$ cat src/design/bleadv_pkg.sv
`timescale 1ns / 1ps
// ----------------------------------------------------------------------------
// bleadv_pkg
// Types, constants and bit-serial helpers shared by the advertising packet
// builder: word structs, queue entry, register indexes, crc and whitening.
// ----------------------------------------------------------------------------
package bleadv_pkg;

    localparam int MAX_MESSAGE_DEF = 31;

    localparam int OPQ_DEPTH = 4;
    localparam int OPQ_AW    = 2;

    localparam logic [23:0] CRC_INIT_RST = 24'h555555;
    localparam logic [23:0] CRC_POLY_RST = 24'h5A6000;
    localparam logic [47:0] ADV_ADDR_RST = 48'h0605_0403_0201;

    localparam logic [7:0]  PDU_TYPE     = 8'h02;
    localparam logic [7:0]  ADDR_HDR_LEN = 8'd6;
    localparam logic [7:0]  PAD_BYTE     = 8'h00;
    localparam logic [6:0]  WHT_SEED_BIT = 7'h40;
    localparam logic [6:0]  WHT_TAP      = 7'h04;

    localparam logic [3:0]  STEP_TYPE    = 4'd6;
    localparam logic [3:0]  STEP_LEN     = 4'd7;
    localparam logic [3:0]  STEP_ADDR0   = 4'd8;
    localparam logic [3:0]  STEP_HEAD_END = 4'd13;
    localparam logic [3:0]  STEP_PAD     = 4'd3;

    typedef enum logic [1:0] {
        CFG_CRC_INIT = 2'd0,
        CFG_CRC_POLY = 2'd1,
        CFG_ADV_ADDR = 2'd2
    } t_cfg_idx;

    typedef enum logic {
        OP_START = 1'b0,
        OP_DATA  = 1'b1
    } t_op_kind;

    typedef enum logic [1:0] {
        PH_IDLE,
        PH_HEAD,
        PH_FINISH
    } t_phase;

    typedef struct packed {
        logic       cmd;
        logic [7:0] msg_length;
        logic [5:0] chan_index;
        logic [7:0] msg_byte;
    } t_in_word;

    typedef struct packed {
        logic [7:0] out_byte;
        logic       last_byte;
    } t_out_word;

    typedef struct packed {
        t_op_kind   kind;
        logic       last;
        logic [7:0] length;
        logic [5:0] chan;
        logic [7:0] data;
    } t_op;

    typedef struct packed {
        logic [6:0] lfsr;
        logic [7:0] data;
    } t_wht;

    function automatic logic [7:0] head_byte(input logic [2:0] idx);
        logic [7:0] b;
        case (idx)
            3'd0:    b = 8'h00;
            3'd1:    b = 8'hAA;
            3'd2:    b = 8'hD6;
            3'd3:    b = 8'hBE;
            3'd4:    b = 8'h89;
            3'd5:    b = 8'h8E;
            default: b = 8'h00;
        endcase
        return b;
    endfunction

    function automatic logic [23:0] crc_fold(input logic [23:0] crc,
                                             input logic [7:0]  b,
                                             input logic [23:0] poly);
        logic [23:0] c;
        logic        fb;
        c = crc;
        for (int i = 0; i < 8; i++) begin
            fb = c[0] ^ b[i];
            c  = c >> 1;
            if (fb) begin
                c[23] = 1'b1;
                c     = c ^ poly;
            end
        end
        return c;
    endfunction

    function automatic t_wht whiten(input logic [6:0] lfsr, input logic [7:0] b);
        t_wht       res;
        logic [6:0] s;
        logic [7:0] r;
        logic       bit_o;
        s = lfsr;
        r = b;
        for (int i = 0; i < 8; i++) begin
            bit_o = s[0];
            r[i]  = r[i] ^ bit_o;
            s     = s >> 1;
            if (bit_o) begin
                s[6] = 1'b1;
                s    = s ^ WHT_TAP;
            end
        end
        res.lfsr = s;
        res.data = r;
        return res;
    endfunction

endpackage

$ cat src/design/bleadv_front.sv
`timescale 1ns / 1ps
// ----------------------------------------------------------------------------
// bleadv_front
// Accepts input words, tracks the open packet and turns each word into a
// start or data operation for the op queue; stray data words are dropped.
// ----------------------------------------------------------------------------
module bleadv_front
    import bleadv_pkg::*;
#(
    parameter int MAX_MESSAGE = MAX_MESSAGE_DEF
) (
    input  logic     i_clk,
    input  logic     i_rst_n,
    input  logic     i_push,
    input  t_in_word i_in_word,
    input  logic     i_q_full,
    output logic     o_full,
    output logic     o_op_push,
    output t_op      o_op
);

    logic       r_in_packet;
    logic [7:0] r_bytes_left;
    logic       n_in_packet;
    logic [7:0] n_bytes_left;
    logic       accept;
    logic [7:0] sat_len;

    assign o_full  = i_q_full;
    assign accept  = i_push && !i_q_full;
    assign sat_len = (i_in_word.msg_length > 8'(MAX_MESSAGE)) ? 8'(MAX_MESSAGE)
                                                             : i_in_word.msg_length;

    always_comb begin
        n_in_packet  = r_in_packet;
        n_bytes_left = r_bytes_left;
        o_op_push    = 1'b0;
        o_op.kind    = OP_START;
        o_op.last    = 1'b0;
        o_op.length  = sat_len;
        o_op.chan    = i_in_word.chan_index;
        o_op.data    = i_in_word.msg_byte;
        if (accept) begin
            if (i_in_word.cmd == OP_DATA) begin
                if (r_in_packet) begin
                    o_op_push    = 1'b1;
                    o_op.kind    = OP_DATA;
                    o_op.last    = (r_bytes_left == 8'd1);
                    n_bytes_left = r_bytes_left - 8'd1;
                    n_in_packet  = (r_bytes_left != 8'd1);
                end
            end else begin
                o_op_push    = 1'b1;
                o_op.kind    = OP_START;
                o_op.last    = (sat_len == 8'd0);
                n_bytes_left = sat_len;
                n_in_packet  = (sat_len != 8'd0);
            end
        end
    end

    always_ff @(posedge i_clk) begin
        if (!i_rst_n) begin
            r_in_packet  <= 1'b0;
            r_bytes_left <= 8'd0;
        end else begin
            r_in_packet  <= n_in_packet;
            r_bytes_left <= n_bytes_left;
        end
    end

endmodule

$ cat src/design/bleadv_queue.sv
`timescale 1ns / 1ps
// ----------------------------------------------------------------------------
// bleadv_queue
// Short register queue of operations between the front and the back.
// ----------------------------------------------------------------------------
module bleadv_queue
    import bleadv_pkg::*;
(
    input  logic i_clk,
    input  logic i_rst_n,
    input  logic i_push,
    input  t_op  i_op,
    input  logic i_pop,
    output t_op  o_op,
    output logic o_full,
    output logic o_empty
);

    t_op               r_mem [OPQ_DEPTH];
    logic [OPQ_AW-1:0] r_wr_ptr;
    logic [OPQ_AW-1:0] r_rd_ptr;
    logic [OPQ_AW:0]   r_count;
    logic              do_push;
    logic              do_pop;

    assign o_full  = (r_count == (OPQ_AW+1)'(OPQ_DEPTH));
    assign o_empty = (r_count == '0);
    assign do_push = i_push && !o_full;
    assign do_pop  = i_pop && !o_empty;
    assign o_op    = r_mem[r_rd_ptr];

    always_ff @(posedge i_clk) begin
        if (do_push) begin
            r_mem[r_wr_ptr] <= i_op;
        end
    end

    always_ff @(posedge i_clk) begin
        if (!i_rst_n) begin
            r_wr_ptr <= '0;
            r_rd_ptr <= '0;
            r_count  <= '0;
        end else begin
            if (do_push) begin
                r_wr_ptr <= r_wr_ptr + 1'b1;
            end
            if (do_pop) begin
                r_rd_ptr <= r_rd_ptr + 1'b1;
            end
            if (do_push && !do_pop) begin
                r_count <= r_count + 1'b1;
            end else if (do_pop && !do_push) begin
                r_count <= r_count - 1'b1;
            end
        end
    end

endmodule

$ cat src/design/bleadv_back.sv
`timescale 1ns / 1ps
// ----------------------------------------------------------------------------
// bleadv_back
// Byte sequencer: plays out header, pdu, crc and pad bytes one per cycle
// when not stalled, with crc and whitening state, config and output registers.
// ----------------------------------------------------------------------------
module bleadv_back
    import bleadv_pkg::*;
(
    input  logic        i_clk,
    input  logic        i_rst_n,
    input  logic        i_cfg_we,
    input  logic [1:0]  i_cfg_idx,
    input  logic [47:0] i_cfg_data,
    input  t_op         i_op,
    input  logic        i_q_empty,
    output logic        o_q_pop,
    input  logic        i_pop,
    output logic        o_empty,
    output t_out_word   o_out_word
);

    logic [23:0] r_crc_init;
    logic [23:0] r_crc_poly;
    logic [47:0] r_adv_addr;

    t_phase      r_phase,    n_phase;
    logic [3:0]  r_step,     n_step;
    logic [23:0] r_crc,      n_crc;
    logic [6:0]  r_lfsr,     n_lfsr;
    logic [7:0]  r_hdr_len,  n_hdr_len;
    logic        r_fin,      n_fin;
    logic        r_out_valid, n_out_valid;
    t_out_word   r_out_word;

    logic        adv;
    logic        emit;
    t_out_word   emit_word;
    logic [7:0]  pdu_b;
    logic [2:0]  addr_idx;
    t_wht        wht;

    assign adv        = !r_out_valid || i_pop;
    assign o_empty    = !r_out_valid;
    assign o_out_word = r_out_word;
    assign addr_idx   = 3'(r_step - STEP_ADDR0);

    always_comb begin
        n_phase   = r_phase;
        n_step    = r_step;
        n_crc     = r_crc;
        n_lfsr    = r_lfsr;
        n_hdr_len = r_hdr_len;
        n_fin     = r_fin;
        o_q_pop   = 1'b0;
        emit      = 1'b0;
        emit_word = '0;
        pdu_b     = '0;
        wht       = '0;
        case (r_phase)
            PH_IDLE: begin
                if (adv && !i_q_empty) begin
                    o_q_pop = 1'b1;
                    emit    = 1'b1;
                    if (i_op.kind == OP_START) begin
                        n_crc               = ~r_crc_init;
                        n_lfsr              = WHT_SEED_BIT | {1'b0, i_op.chan};
                        n_hdr_len           = i_op.length;
                        n_fin               = i_op.last;
                        n_step              = 4'd1;
                        n_phase             = PH_HEAD;
                        emit_word.out_byte  = head_byte(3'd0);
                    end else begin
                        wht                 = whiten(r_lfsr, i_op.data);
                        n_crc               = crc_fold(r_crc, i_op.data, r_crc_poly);
                        n_lfsr              = wht.lfsr;
                        emit_word.out_byte  = wht.data;
                        if (i_op.last) begin
                            n_phase = PH_FINISH;
                            n_step  = '0;
                        end
                    end
                end
            end
            PH_HEAD: begin
                if (adv) begin
                    emit = 1'b1;
                    if (r_step < STEP_TYPE) begin
                        emit_word.out_byte = head_byte(r_step[2:0]);
                    end else begin
                        if (r_step == STEP_TYPE) begin
                            pdu_b = PDU_TYPE;
                        end else if (r_step == STEP_LEN) begin
                            pdu_b = r_hdr_len + ADDR_HDR_LEN;
                        end else begin
                            pdu_b = r_adv_addr[8*addr_idx +: 8];
                        end
                        wht                = whiten(r_lfsr, pdu_b);
                        n_crc              = crc_fold(r_crc, pdu_b, r_crc_poly);
                        n_lfsr             = wht.lfsr;
                        emit_word.out_byte = wht.data;
                    end
                    if (r_step == STEP_HEAD_END) begin
                        n_step  = '0;
                        n_phase = r_fin ? PH_FINISH : PH_IDLE;
                    end else begin
                        n_step = r_step + 4'd1;
                    end
                end
            end
            PH_FINISH: begin
                if (adv) begin
                    emit = 1'b1;
                    if (r_step == STEP_PAD) begin
                        emit_word.out_byte  = PAD_BYTE;
                        emit_word.last_byte = 1'b1;
                        n_step              = '0;
                        n_phase             = PH_IDLE;
                    end else begin
                        wht                = whiten(r_lfsr, r_crc[8*r_step[1:0] +: 8]);
                        n_lfsr             = wht.lfsr;
                        emit_word.out_byte = wht.data;
                        n_step             = r_step + 4'd1;
                    end
                end
            end
            default: begin
                n_phase = PH_IDLE;
                n_step  = '0;
            end
        endcase
        n_out_valid = emit ? 1'b1 : (i_pop ? 1'b0 : r_out_valid);
    end

    always_ff @(posedge i_clk) begin
        if (!i_rst_n) begin
            r_phase     <= PH_IDLE;
            r_step      <= '0;
            r_crc       <= '0;
            r_lfsr      <= '0;
            r_fin       <= 1'b0;
            r_out_valid <= 1'b0;
            r_crc_init  <= CRC_INIT_RST;
            r_crc_poly  <= CRC_POLY_RST;
            r_adv_addr  <= ADV_ADDR_RST;
        end else begin
            r_phase     <= n_phase;
            r_step      <= n_step;
            r_crc       <= n_crc;
            r_lfsr      <= n_lfsr;
            r_fin       <= n_fin;
            r_out_valid <= n_out_valid;
            if (i_cfg_we) begin
                case (i_cfg_idx)
                    CFG_CRC_INIT: r_crc_init <= i_cfg_data[23:0];
                    CFG_CRC_POLY: r_crc_poly <= i_cfg_data[23:0];
                    CFG_ADV_ADDR: r_adv_addr <= i_cfg_data;
                    default: ;
                endcase
            end
        end
    end

    always_ff @(posedge i_clk) begin
        r_hdr_len <= n_hdr_len;
        if (emit) begin
            r_out_word <= emit_word;
        end
    end

    a_start_enters_head: assert property (@(posedge i_clk) disable iff (!i_rst_n)
        (o_q_pop && i_op.kind == OP_START) |=> (r_phase == PH_HEAD && r_step == 4'd1))
        else $error("start op did not enter header phase");

    a_head_step_range: assert property (@(posedge i_clk) disable iff (!i_rst_n)
        (r_phase == PH_HEAD) |-> (r_step >= 4'd1 && r_step <= STEP_HEAD_END))
        else $error("header step out of range");

    a_finish_step_range: assert property (@(posedge i_clk) disable iff (!i_rst_n)
        (r_phase == PH_FINISH) |-> (r_step <= STEP_PAD))
        else $error("finish step out of range");

    a_no_pop_when_busy: assert property (@(posedge i_clk) disable iff (!i_rst_n)
        (r_phase != PH_IDLE) |-> !o_q_pop)
        else $error("op taken while a packet is still playing out");

    a_stalled_word_holds: assert property (@(posedge i_clk) disable iff (!i_rst_n)
        (r_out_valid && !i_pop) |=> (r_out_valid && $stable(r_out_word)))
        else $error("waiting output word changed");

endmodule

$ cat src/design/ble_adv_packet_builder.sv
`timescale 1ns / 1ps
// ----------------------------------------------------------------------------
// ble_adv_packet_builder
// Builds a whitened BLE advertising packet with CRC-24 as a byte stream.
//
//   channel   direction  handshake             payload
//   input     in         i_push / o_full       i_in_word  (t_in_word)
//   result    out        i_pop  / o_empty      o_out_word (t_out_word)
//   config    in         i_cfg_we              i_cfg_idx, i_cfg_data
//
// one output byte per cycle from the back sequencer while the output is not
// stalled; a data word yields one byte, the last data word five bytes, a start
// word fourteen (eighteen for an empty message)
// input words are accepted every cycle while the op queue has room
// the output register reloads in the cycle it is popped
// synchronous active-low reset; config registers return to defaults
// ----------------------------------------------------------------------------
module ble_adv_packet_builder
    import bleadv_pkg::*;
#(
    parameter int MAX_MESSAGE = MAX_MESSAGE_DEF
) (
    input  logic        i_clk,
    input  logic        i_rst_n,
    input  logic        i_push,
    output logic        o_full,
    input  t_in_word    i_in_word,
    output logic        o_empty,
    input  logic        i_pop,
    output t_out_word   o_out_word,
    input  logic        i_cfg_we,
    input  logic [1:0]  i_cfg_idx,
    input  logic [47:0] i_cfg_data
);

    logic op_push;
    t_op  op_in;
    t_op  op_out;
    logic q_full;
    logic q_empty;
    logic q_pop;

    bleadv_front #(
        .MAX_MESSAGE (MAX_MESSAGE)
    ) u_front (
        .i_clk     (i_clk),
        .i_rst_n   (i_rst_n),
        .i_push    (i_push),
        .i_in_word (i_in_word),
        .i_q_full  (q_full),
        .o_full    (o_full),
        .o_op_push (op_push),
        .o_op      (op_in)
    );

    bleadv_queue u_queue (
        .i_clk   (i_clk),
        .i_rst_n (i_rst_n),
        .i_push  (op_push),
        .i_op    (op_in),
        .i_pop   (q_pop),
        .o_op    (op_out),
        .o_full  (q_full),
        .o_empty (q_empty)
    );

    bleadv_back u_back (
        .i_clk      (i_clk),
        .i_rst_n    (i_rst_n),
        .i_cfg_we   (i_cfg_we),
        .i_cfg_idx  (i_cfg_idx),
        .i_cfg_data (i_cfg_data),
        .i_op       (op_out),
        .i_q_empty  (q_empty),
        .o_q_pop    (q_pop),
        .i_pop      (i_pop),
        .o_empty    (o_empty),
        .o_out_word (o_out_word)
    );

endmodule

$ cat config.mk
export PLATFORM = sky130hd
export DESIGN_NAME = ble_adv_packet_builder
export DESIGN_NICKNAME = d
export VERILOG_FILES = /design/src/design/bleadv_pkg.sv /design/src/design/bleadv_front.sv /design/src/design/bleadv_queue.sv /design/src/design/bleadv_back.sv /design/src/design/ble_adv_packet_builder.sv
export SDC_FILE = /design/constraint.sdc
export NUM_CORES = 1
export LEC_CHECK = 0
export BUFFER_PORTS_ARGS = -buffer_cell sky130_fd_sc_hd__buf_2
export CAP_MARGIN = 10
export CELL_PAD_IN_SITES_DETAIL_PLACEMENT = 1
export CELL_PAD_IN_SITES_GLOBAL_PLACEMENT = 2
export CORE_MARGIN = 2
export CORE_UTILIZATION = 35
export CTS_CLUSTER_DIAMETER = 150
export DETAILED_ROUTE_END_ITERATION = 6
export PLACE_DENSITY_LB_ADDON = 0.1
export SETUP_SLACK_MARGIN = 0.15
export SYNTH_ARGS = -nofsm -noshare
export SYNTH_HDL_FRONTEND = slang
export SYNTH_SLANG_ARGS = --single-unit
$ cat constraint.sdc
create_clock -name i_clk -period 4.5 [get_ports i_clk]
set_input_delay 0.45 -clock i_clk [delete_from_list [all_inputs] [get_ports i_clk]]
set_output_delay 0.45 -clock i_clk [all_outputs]
set_load 0.005 [all_outputs]
==> flow_summary.toml, run 1 <==
[status]
outcome = "complete, but fails checks"
violations = "negative setup slack"

[placement]
dpl.hpwl_um = 47820
io_buffers = 88
place.gp.congestion = 0.8666
place_area_mm2 = 0.01989

[final_layout]
fin_util_pct = 43.64
diodes = 0
final_area_mm2 = 0.02189
area_growth_pct = 22.83
nets = 2357
drive_above_1_share_pct = 21.89

[setup_path]
slowest_delay_ps = 430
cpLargestDelayFamily = "XOR/XNOR gates"
critPathSlowestCell = "a311o_2"
crit_type = "reg -> reg"
crit_chain = "inv_2, ha_4, and3b_1, o31ai_2, o41ai_2, o21bai_4, buf_12, xnor2_4, nor4b_2, a311o_2, nor2_2, xnor3_2, nand2_2, xnor3_2, mux2i_4, xnor2_4, clkbuf_16, nand2_1, xnor2_1, a221oi_2"
cp.buffers_inverters = 3
reg2reg_to = "u_back.r_crc[15]"
crit_path_start_kind = "flip-flop"
crit_required_ps = 4980
r2r_slack_ps = -130
worstSetupEndpointType = "flip-flop"
reg2regPathDepth = 20
reg2reg_from = "u_back.r_hdr_len[1]"
crit_arrival_ps = 5120
crit_path_max_fanout = 7

[global_routing]
grt_max_degree = 72
antenna_found_initial = 2
grt.total_usage_pct = 24.81
grt_pass1_wl_um = 100500
overflow = 0
grt_pass1_vias = 16268

[clock_tree]
cts_tree = "built"
clockBufferDepth = 3
clkLatencyLatePin_ps = 580
cts_root_buf = "clkbuf_16"
cts_max_level = 1
clkTransAtPathRegs_ps = 60
cts_buffers = 31
clock_sinks = 266

[power_and_ir_drop]
p_leak_uw = 0.008088
ir_drop_mv = 0.3892
pwr-share-seq_pct = 19.1
power_uw = 17020
comb_power_share_pct = 66.1
power_density_mw_per_mm2 = 777.5
internal_power_uw = 9695
p_switching_uw = 7328
swShare_pct = 43.05
clockPowerShare_pct = 14.8

[die]
start_util_pct = 35.53
chipWidth_um = 229.7
coreArea_mm2 = 0.05017
die_height_um = 229.7
io_pins = 89
rows = 82
dieArea_mm2 = 0.05275

[sta]
max_freq_ghz = 0.2159
skew_ps = 15.64
layout_min_cycle_time_ps = 4632
post-route-period-util_pct = 102.9
setup_tns_ps = -1861
worst_pin_slew_ps = 1138
finalWorstSetupSlack_ps = -131.5
whs_ps = 80.50
rsz0062_at_grt = "true"
maxSlewHeadroom_pct = 24.11
slew_violations = 0
hold_viol = 0
setup_viol = 22

[run]
drv_cap = 0

[worst_hold_path]
hold_class = "in -> reg"
whs_endpoint = "u_back.r_adv_addr[41]"
hp-start = "i_cfg_data[41]"
holdPathStages = 3

[synth]
synth_edf_count = 113
syn_inst = 2110
synth_top_area_cell = "edfxtp_1"
synthTopCellsByCount = "nand2_1 (604), xnor2_1 (344), dfxtp_1 (153)"
synth.most_common_cell = "nand2_1"
yosys_register_bits = 266
synthTopCellsByArea = "edfxtp_1 (19%), dfxtp_1 (17%), xnor2_1 (17%)"
synth_seq_area_share_pct = 36.22
synthArstFlopShare_pct = 0
yosysWarnings = 0
synth_cell_types = 86
syn_area_per_cell_um2 = 8.448
yosysTopAreaCellShare_pct = 19.04
synthFlopType = "dfxtp_1"
netlist_area_mm2 = 0.01783

[drt]
dr.pass1.iters = 5
drt_wl_total_um = 65610
drcViolationCount = 0
initialDrtViolationCount = 883
vias = 15498
antenna_left = 0
vias_per_cell = 5.243
wl_per_cell_um = 22.20
==> power by group through the flow <==
stage	clock network [µW]	logic, µW	registers, µW
final	2530	11300	3240
after detailed placement	0	10300	3280
after CTS	2590	11000	3240
after global routing	2690	12200	3270
after global placement	0	10100	3280
after floorplan	0	7380	3060
==> logic make-up (layout without fill, tap and decap cells) <==
logic type | Yosys count | in the layout | synth area share (%)
AO/OA/AOI/OAI | 318 | 318 | 11.68
XOR/XNOR | 416 | 416 | 20.96
adder cells (fa/ha/maj) | 19 | 19 | 1.376
flip-flops | 266 | 266 | 36.22
buffers and inverters | 190 | 353 | 4.303
multiplexers | 72 | 72 | 5.924
other | 1 | 12 | 0.02104
AND/OR/NAND/NOR | 828 | 828 | 19.52
==> cells in the final DEF, fill, tap and decap left out, drive strengths merged, types with 5 or more instances in the layout <==
cell type,n
nand2b,15
inv,30
a21oi,117
and2,15
or3b,5
a211oi,11
o31ai,7
or3,9
a21o,5
a22oi,9
and3,6
nand2,604
nand3,54
or2,8
o22ai,11
nor2b,6
ha,18
mux4,25
o21ai,48
nor3,9
edfxtp,113
dfxtp,153
o211ai,30
xnor2,348
clkinv,8
buf,267
o21a,6
xor2,64
a221oi,24
nor2,74
mux2,9
nor4,5
mux2i,38
conb,12
o221ai,6
nand3b,8
clkbuf,42
==> what timing repair did <==
| item | 4_1_cts | 5_1_grt |
|---|---|---|
| pin swaps | 33 | 31 |
| gates resized for setup | 90 | 54 |
| setup endpoints to repair | 24 | 24 |
| gates cloned | 1 | 0 |
| buffers inserted | 17 | 5 |
| hold buffers | 0 | 0 |
==> state kept, by name, summed over array words and instances (netlist names), 3 cells and up, named ones only <==
signal	flops
u_back.r_lfsr	7
u_queue.r_count	3
u_back.o_out_word	9
u_front.r_bytes_left	8
u_back.r_crc_poly	24
u_back.r_crc_init	24
u_back.r_hdr_len	8
u_back.r_crc	24
u_queue.r_mem	96
u_back.r_step	4
u_back.r_adv_addr	48
==> metal layers <==
| metal | global-route usage, % | vias to the layer above | routed length (µm) |
|---|---|---|---|
| met1 | 31.18 | 7726 | 28310 |
| met5 | 0 | - | 26 |
| met2 | 43.79 | 286 | 32770 |
| met3 | 2.951 | 111 | 2131 |
| met4 | 8.685 | 4 | 2379 |
| li1 | - | 7371 | - |
==> worst max-delay path by stage <==
stage	start	cells past startpoint	endpoint
floorplan	u_back.r_step[0]	19	u_back.r_crc[22]
global placement	u_back.r_step[0]	21	u_back.r_crc[19]
detailed placement	u_back.r_step[0]	20	u_back.r_crc[12]
CTS	u_back.r_hdr_len[1]	20	u_back.r_crc[17]
global route	u_back.r_hdr_len[1]	22	u_back.r_crc[19]
finish	u_back.r_hdr_len[1]	20	u_back.r_crc[15]
==> layout make-up <==
type                    instances  area, µm²
clock inverters                16      150.1
clock buffers                  41      863.3
multi-input cells            1665      11440
fillers                      5825      28280
well taps                     672      840.8
flip-flops and latches        266       6469
inverters                      28      105.1
repair buffers                268       2023
==> worst register-to-register path, delay by kind of cell (launching register included) <==
kind                       cells  cell delay [ps]
buffers and inverters          3              520
DFF                            1              410
and+or+nand+nor                5              520
xor gates and xnor gates       5             1390
AOI/OAI and AO/OA              5             1250
adders and majority gates      1              210
muxes                          1              230
==> metrics by stage <==
| step | instances | setup slack (ps) |
|---|---|---|
| floorplan | 2121 | 152.7 |
| global placement | 2876 | -245.7 |
| detailed placement | 2876 | -455.3 |
| CTS | 2951 | -85.00 |
| global route | 2956 | -368.2 |
| finish | 2956 | -131.5 |
No activity file was read; power rests on OpenSTA's default activity.
==> run 2: changes to the inputs <==
- SETUP_SLACK_MARGIN: 0.15 -> default
==> run 2 against run 1 <==
  * The flow still finishes with violations (negative setup slack)
  * Via count grew 1.5%
  * Cell count grew 0.34%
  * Clock skew grew 1.4 ps
  * Sequential cell count is the same
  * Power grew 2.1%
  * Design area grew 0.11%
  * Utilization is essentially flat
  * Sequential power is essentially flat
  * Combinational power is essentially flat
  * Clock power grew 8.7%
  * Sequential share of layout area is essentially flat
  * Critical path type unchanged
  * Critical endpoint unchanged
==> flow_summary.toml, run 2 (synthesis results as in run 1) <==
[status]
outcome = "complete, but fails checks"
violations = "negative setup slack"

[setup_path]
r2r_slack_ps = -220
crit_arrival_ps = 5190
endpoint = "u_back.r_crc[15]"
reg2regPathDepth = 19
worstSetupEndpointType = "flip-flop"
crit_required_ps = 4970
cp-startpoint = "u_back.r_step[1]"
crit_path_start_kind = "flip-flop"
reg2reg_to = "u_back.r_crc[15]"
crit_path_max_fanout = 6
reg2reg_from = "u_back.r_step[1]"
crit_type = "reg -> reg"

[final_layout]
final_cell_mix = "nand2_1 (598), xnor2_1 (312), buf_4 (159)"
regMostFlops = "u_queue.r_mem"
drive_above_1_share_pct = 21.23
seqCellArea_mm2 = 0.006470
diodes = 0
nets = 2366
multiInputGateArea_mm2 = 0.01129
largest_reg_flops = 96
fillers = 5854
layout.cells.non_filler = 2966
final_common_cell = "nand2_1"
area_growth_pct = 22.96
top_regs = "u_queue.r_mem (96), u_back.r_adv_addr (48)"
fin_util_pct = 43.69

[run]
drv_cap = 0

[power_and_ir_drop]
ir_drop_mv = 0.3214
power_uw = 17380
p_leak_uw = 0.008089
power_density_mw_per_mm2 = 793.1

[sta]
maxSlewHeadroom_pct = 33.68
skew_ps = 17.04
slew_violations = 0
rsz0062_at_grt = "true"
setup_viol = 22
setup_tns_ps = -3007
hold_viol = 0
worst_pin_slew_ps = 991.1
finalWorstSetupSlack_ps = -215.1
post-route-period-util_pct = 104.8
max_freq_ghz = 0.2121
layout_min_cycle_time_ps = 4715

[drt]
vias = 15728
wl_met3_um = 2029
vias_per_cell = 5.303
dr_wl_met2_um = 34410
drt_wl_total_um = 67980
antenna_left = 0
wl_per_cell_um = 22.92
wl_met1_um = 29150
drcViolationCount = 0
dr.pass1.iters = 5
top_layer_used = "met5"
initialDrtViolationCount = 751

[clock_tree]
clock_sinks = 266
cts_max_level = 1
cts_tree = "built"
clockBufferDepth = 3
cts_buffers = 31
cts_root_buf = "clkbuf_16"
clkTransAtPathRegs_ps = 60
clkLatencyLatePin_ps = 580

[global_routing]
grt_pass1_vias = 16275
grt_max_degree = 57
grt.total_usage_pct = 25.01
antenna_found_initial = 2
overflow = 0
grt_pass1_wl_um = 101100

[placement]
placed_cells = 2874
place.gp.congestion = 0.8811
dpl.hpwl_um = 47970
io_buffers = 88
place_ws_ps = -454.3

[die]
io_pins = 89
start_util_pct = 35.53
chipWidth_um = 229.7
rows = 82
coreArea_mm2 = 0.05017
dieArea_mm2 = 0.05275
die_height_um = 229.7

[worst_hold_path]
hold_class = "in -> reg"
-- run 2: cell types whose count changed in the layout (fill, tap and decap cells not counted), moves of 3 or more --
cell and change:
buf_4 +7, buf_6 +4, bufinv_16 +3, clkbuf_16 +3, clkinvlp_4 -3, mux2i_1 +4
nand2_1 +12, nand2_2 -8, nand2_4 -4, xnor2_1 +8, xnor2_2 -8, xor2_2 +3
-- run 2: power by group --
part           switching [µW]  internal [µW]
Sequential                371           2860
Combinational            6030           5370
Clock                    1080           1670
-- run 2: per-layer routing --
layer	vias to the layer above	track usage, %
li1	7383	-
met4	4	8.218
met3	112	2.269
met2	293	45.50
met5	-	0
met1	7936	30.97
-- run 2: how the worst min path moves through the flow --
stage,startpoint,end,slack [ps],cells after the start
after floorplan,u_back.r_adv_addr[36],u_back.r_adv_addr[36],430,2
after global placement,u_back.r_adv_addr[4],u_back.r_adv_addr[4],440,2
after detailed placement,u_back.r_crc_init[3],u_back.r_crc_init[3],450,2
after CTS,i_cfg_data[42],u_back.r_adv_addr[42],60,3
after global routing,i_in_word[9],u_queue.r_mem[3][9],70,1
final,i_cfg_data[42],u_back.r_adv_addr[42],80,3
-- run 2: area by class of cell --
type                            instances  share of cell area (%)
Clock buffer                           40                   4.019
Clock inverter                         18                   1.056
Inverter                               28                  0.4795
Multi-Input combinational cell       1665                   51.51
Sequential cell                       266                   29.52
Tap cell                              672                   3.836
Timing Repair Buffer                  277                   9.584
-- run 2: critical path, cell delays in order, from the launching register on --
cell and delay [ps]:
dfxtp_4 400, buf_6 150, mux2i_1 230, o21ai_2 100
or3_4 400, buf_4 160, a41oi_2 250, xnor2_2 180
xnor2_1 170, xnor2_1 90, nor2_1 110, xnor3_2 440
nand2_2 90, xnor3_2 480, mux2i_4 240, xnor2_4 370
clkbuf_16 240, nand2_1 60, xnor2_1 140, a221oi_1 300
-- run 2: stage by stage --
stage	instance area (µm²)	hold WS, ps
2_1_floorplan	17870	432.9
3_3_place_gp	19830	439.7
3_5_place_dp	19830	448.6
4_1_cts	21480	62.72
5_1_grt	21920	74.33
6_report	21920	83.54
-- run 2: timing repair --
action / in CTS / in global routing
endpoints found under the setup margin: 24 / 24
setup buffers: 15 / 16
hold buffers: 0 / 0
pin swaps: 26 / 21
gates cloned: 0 / 3
gates resized for setup: 81 / 40
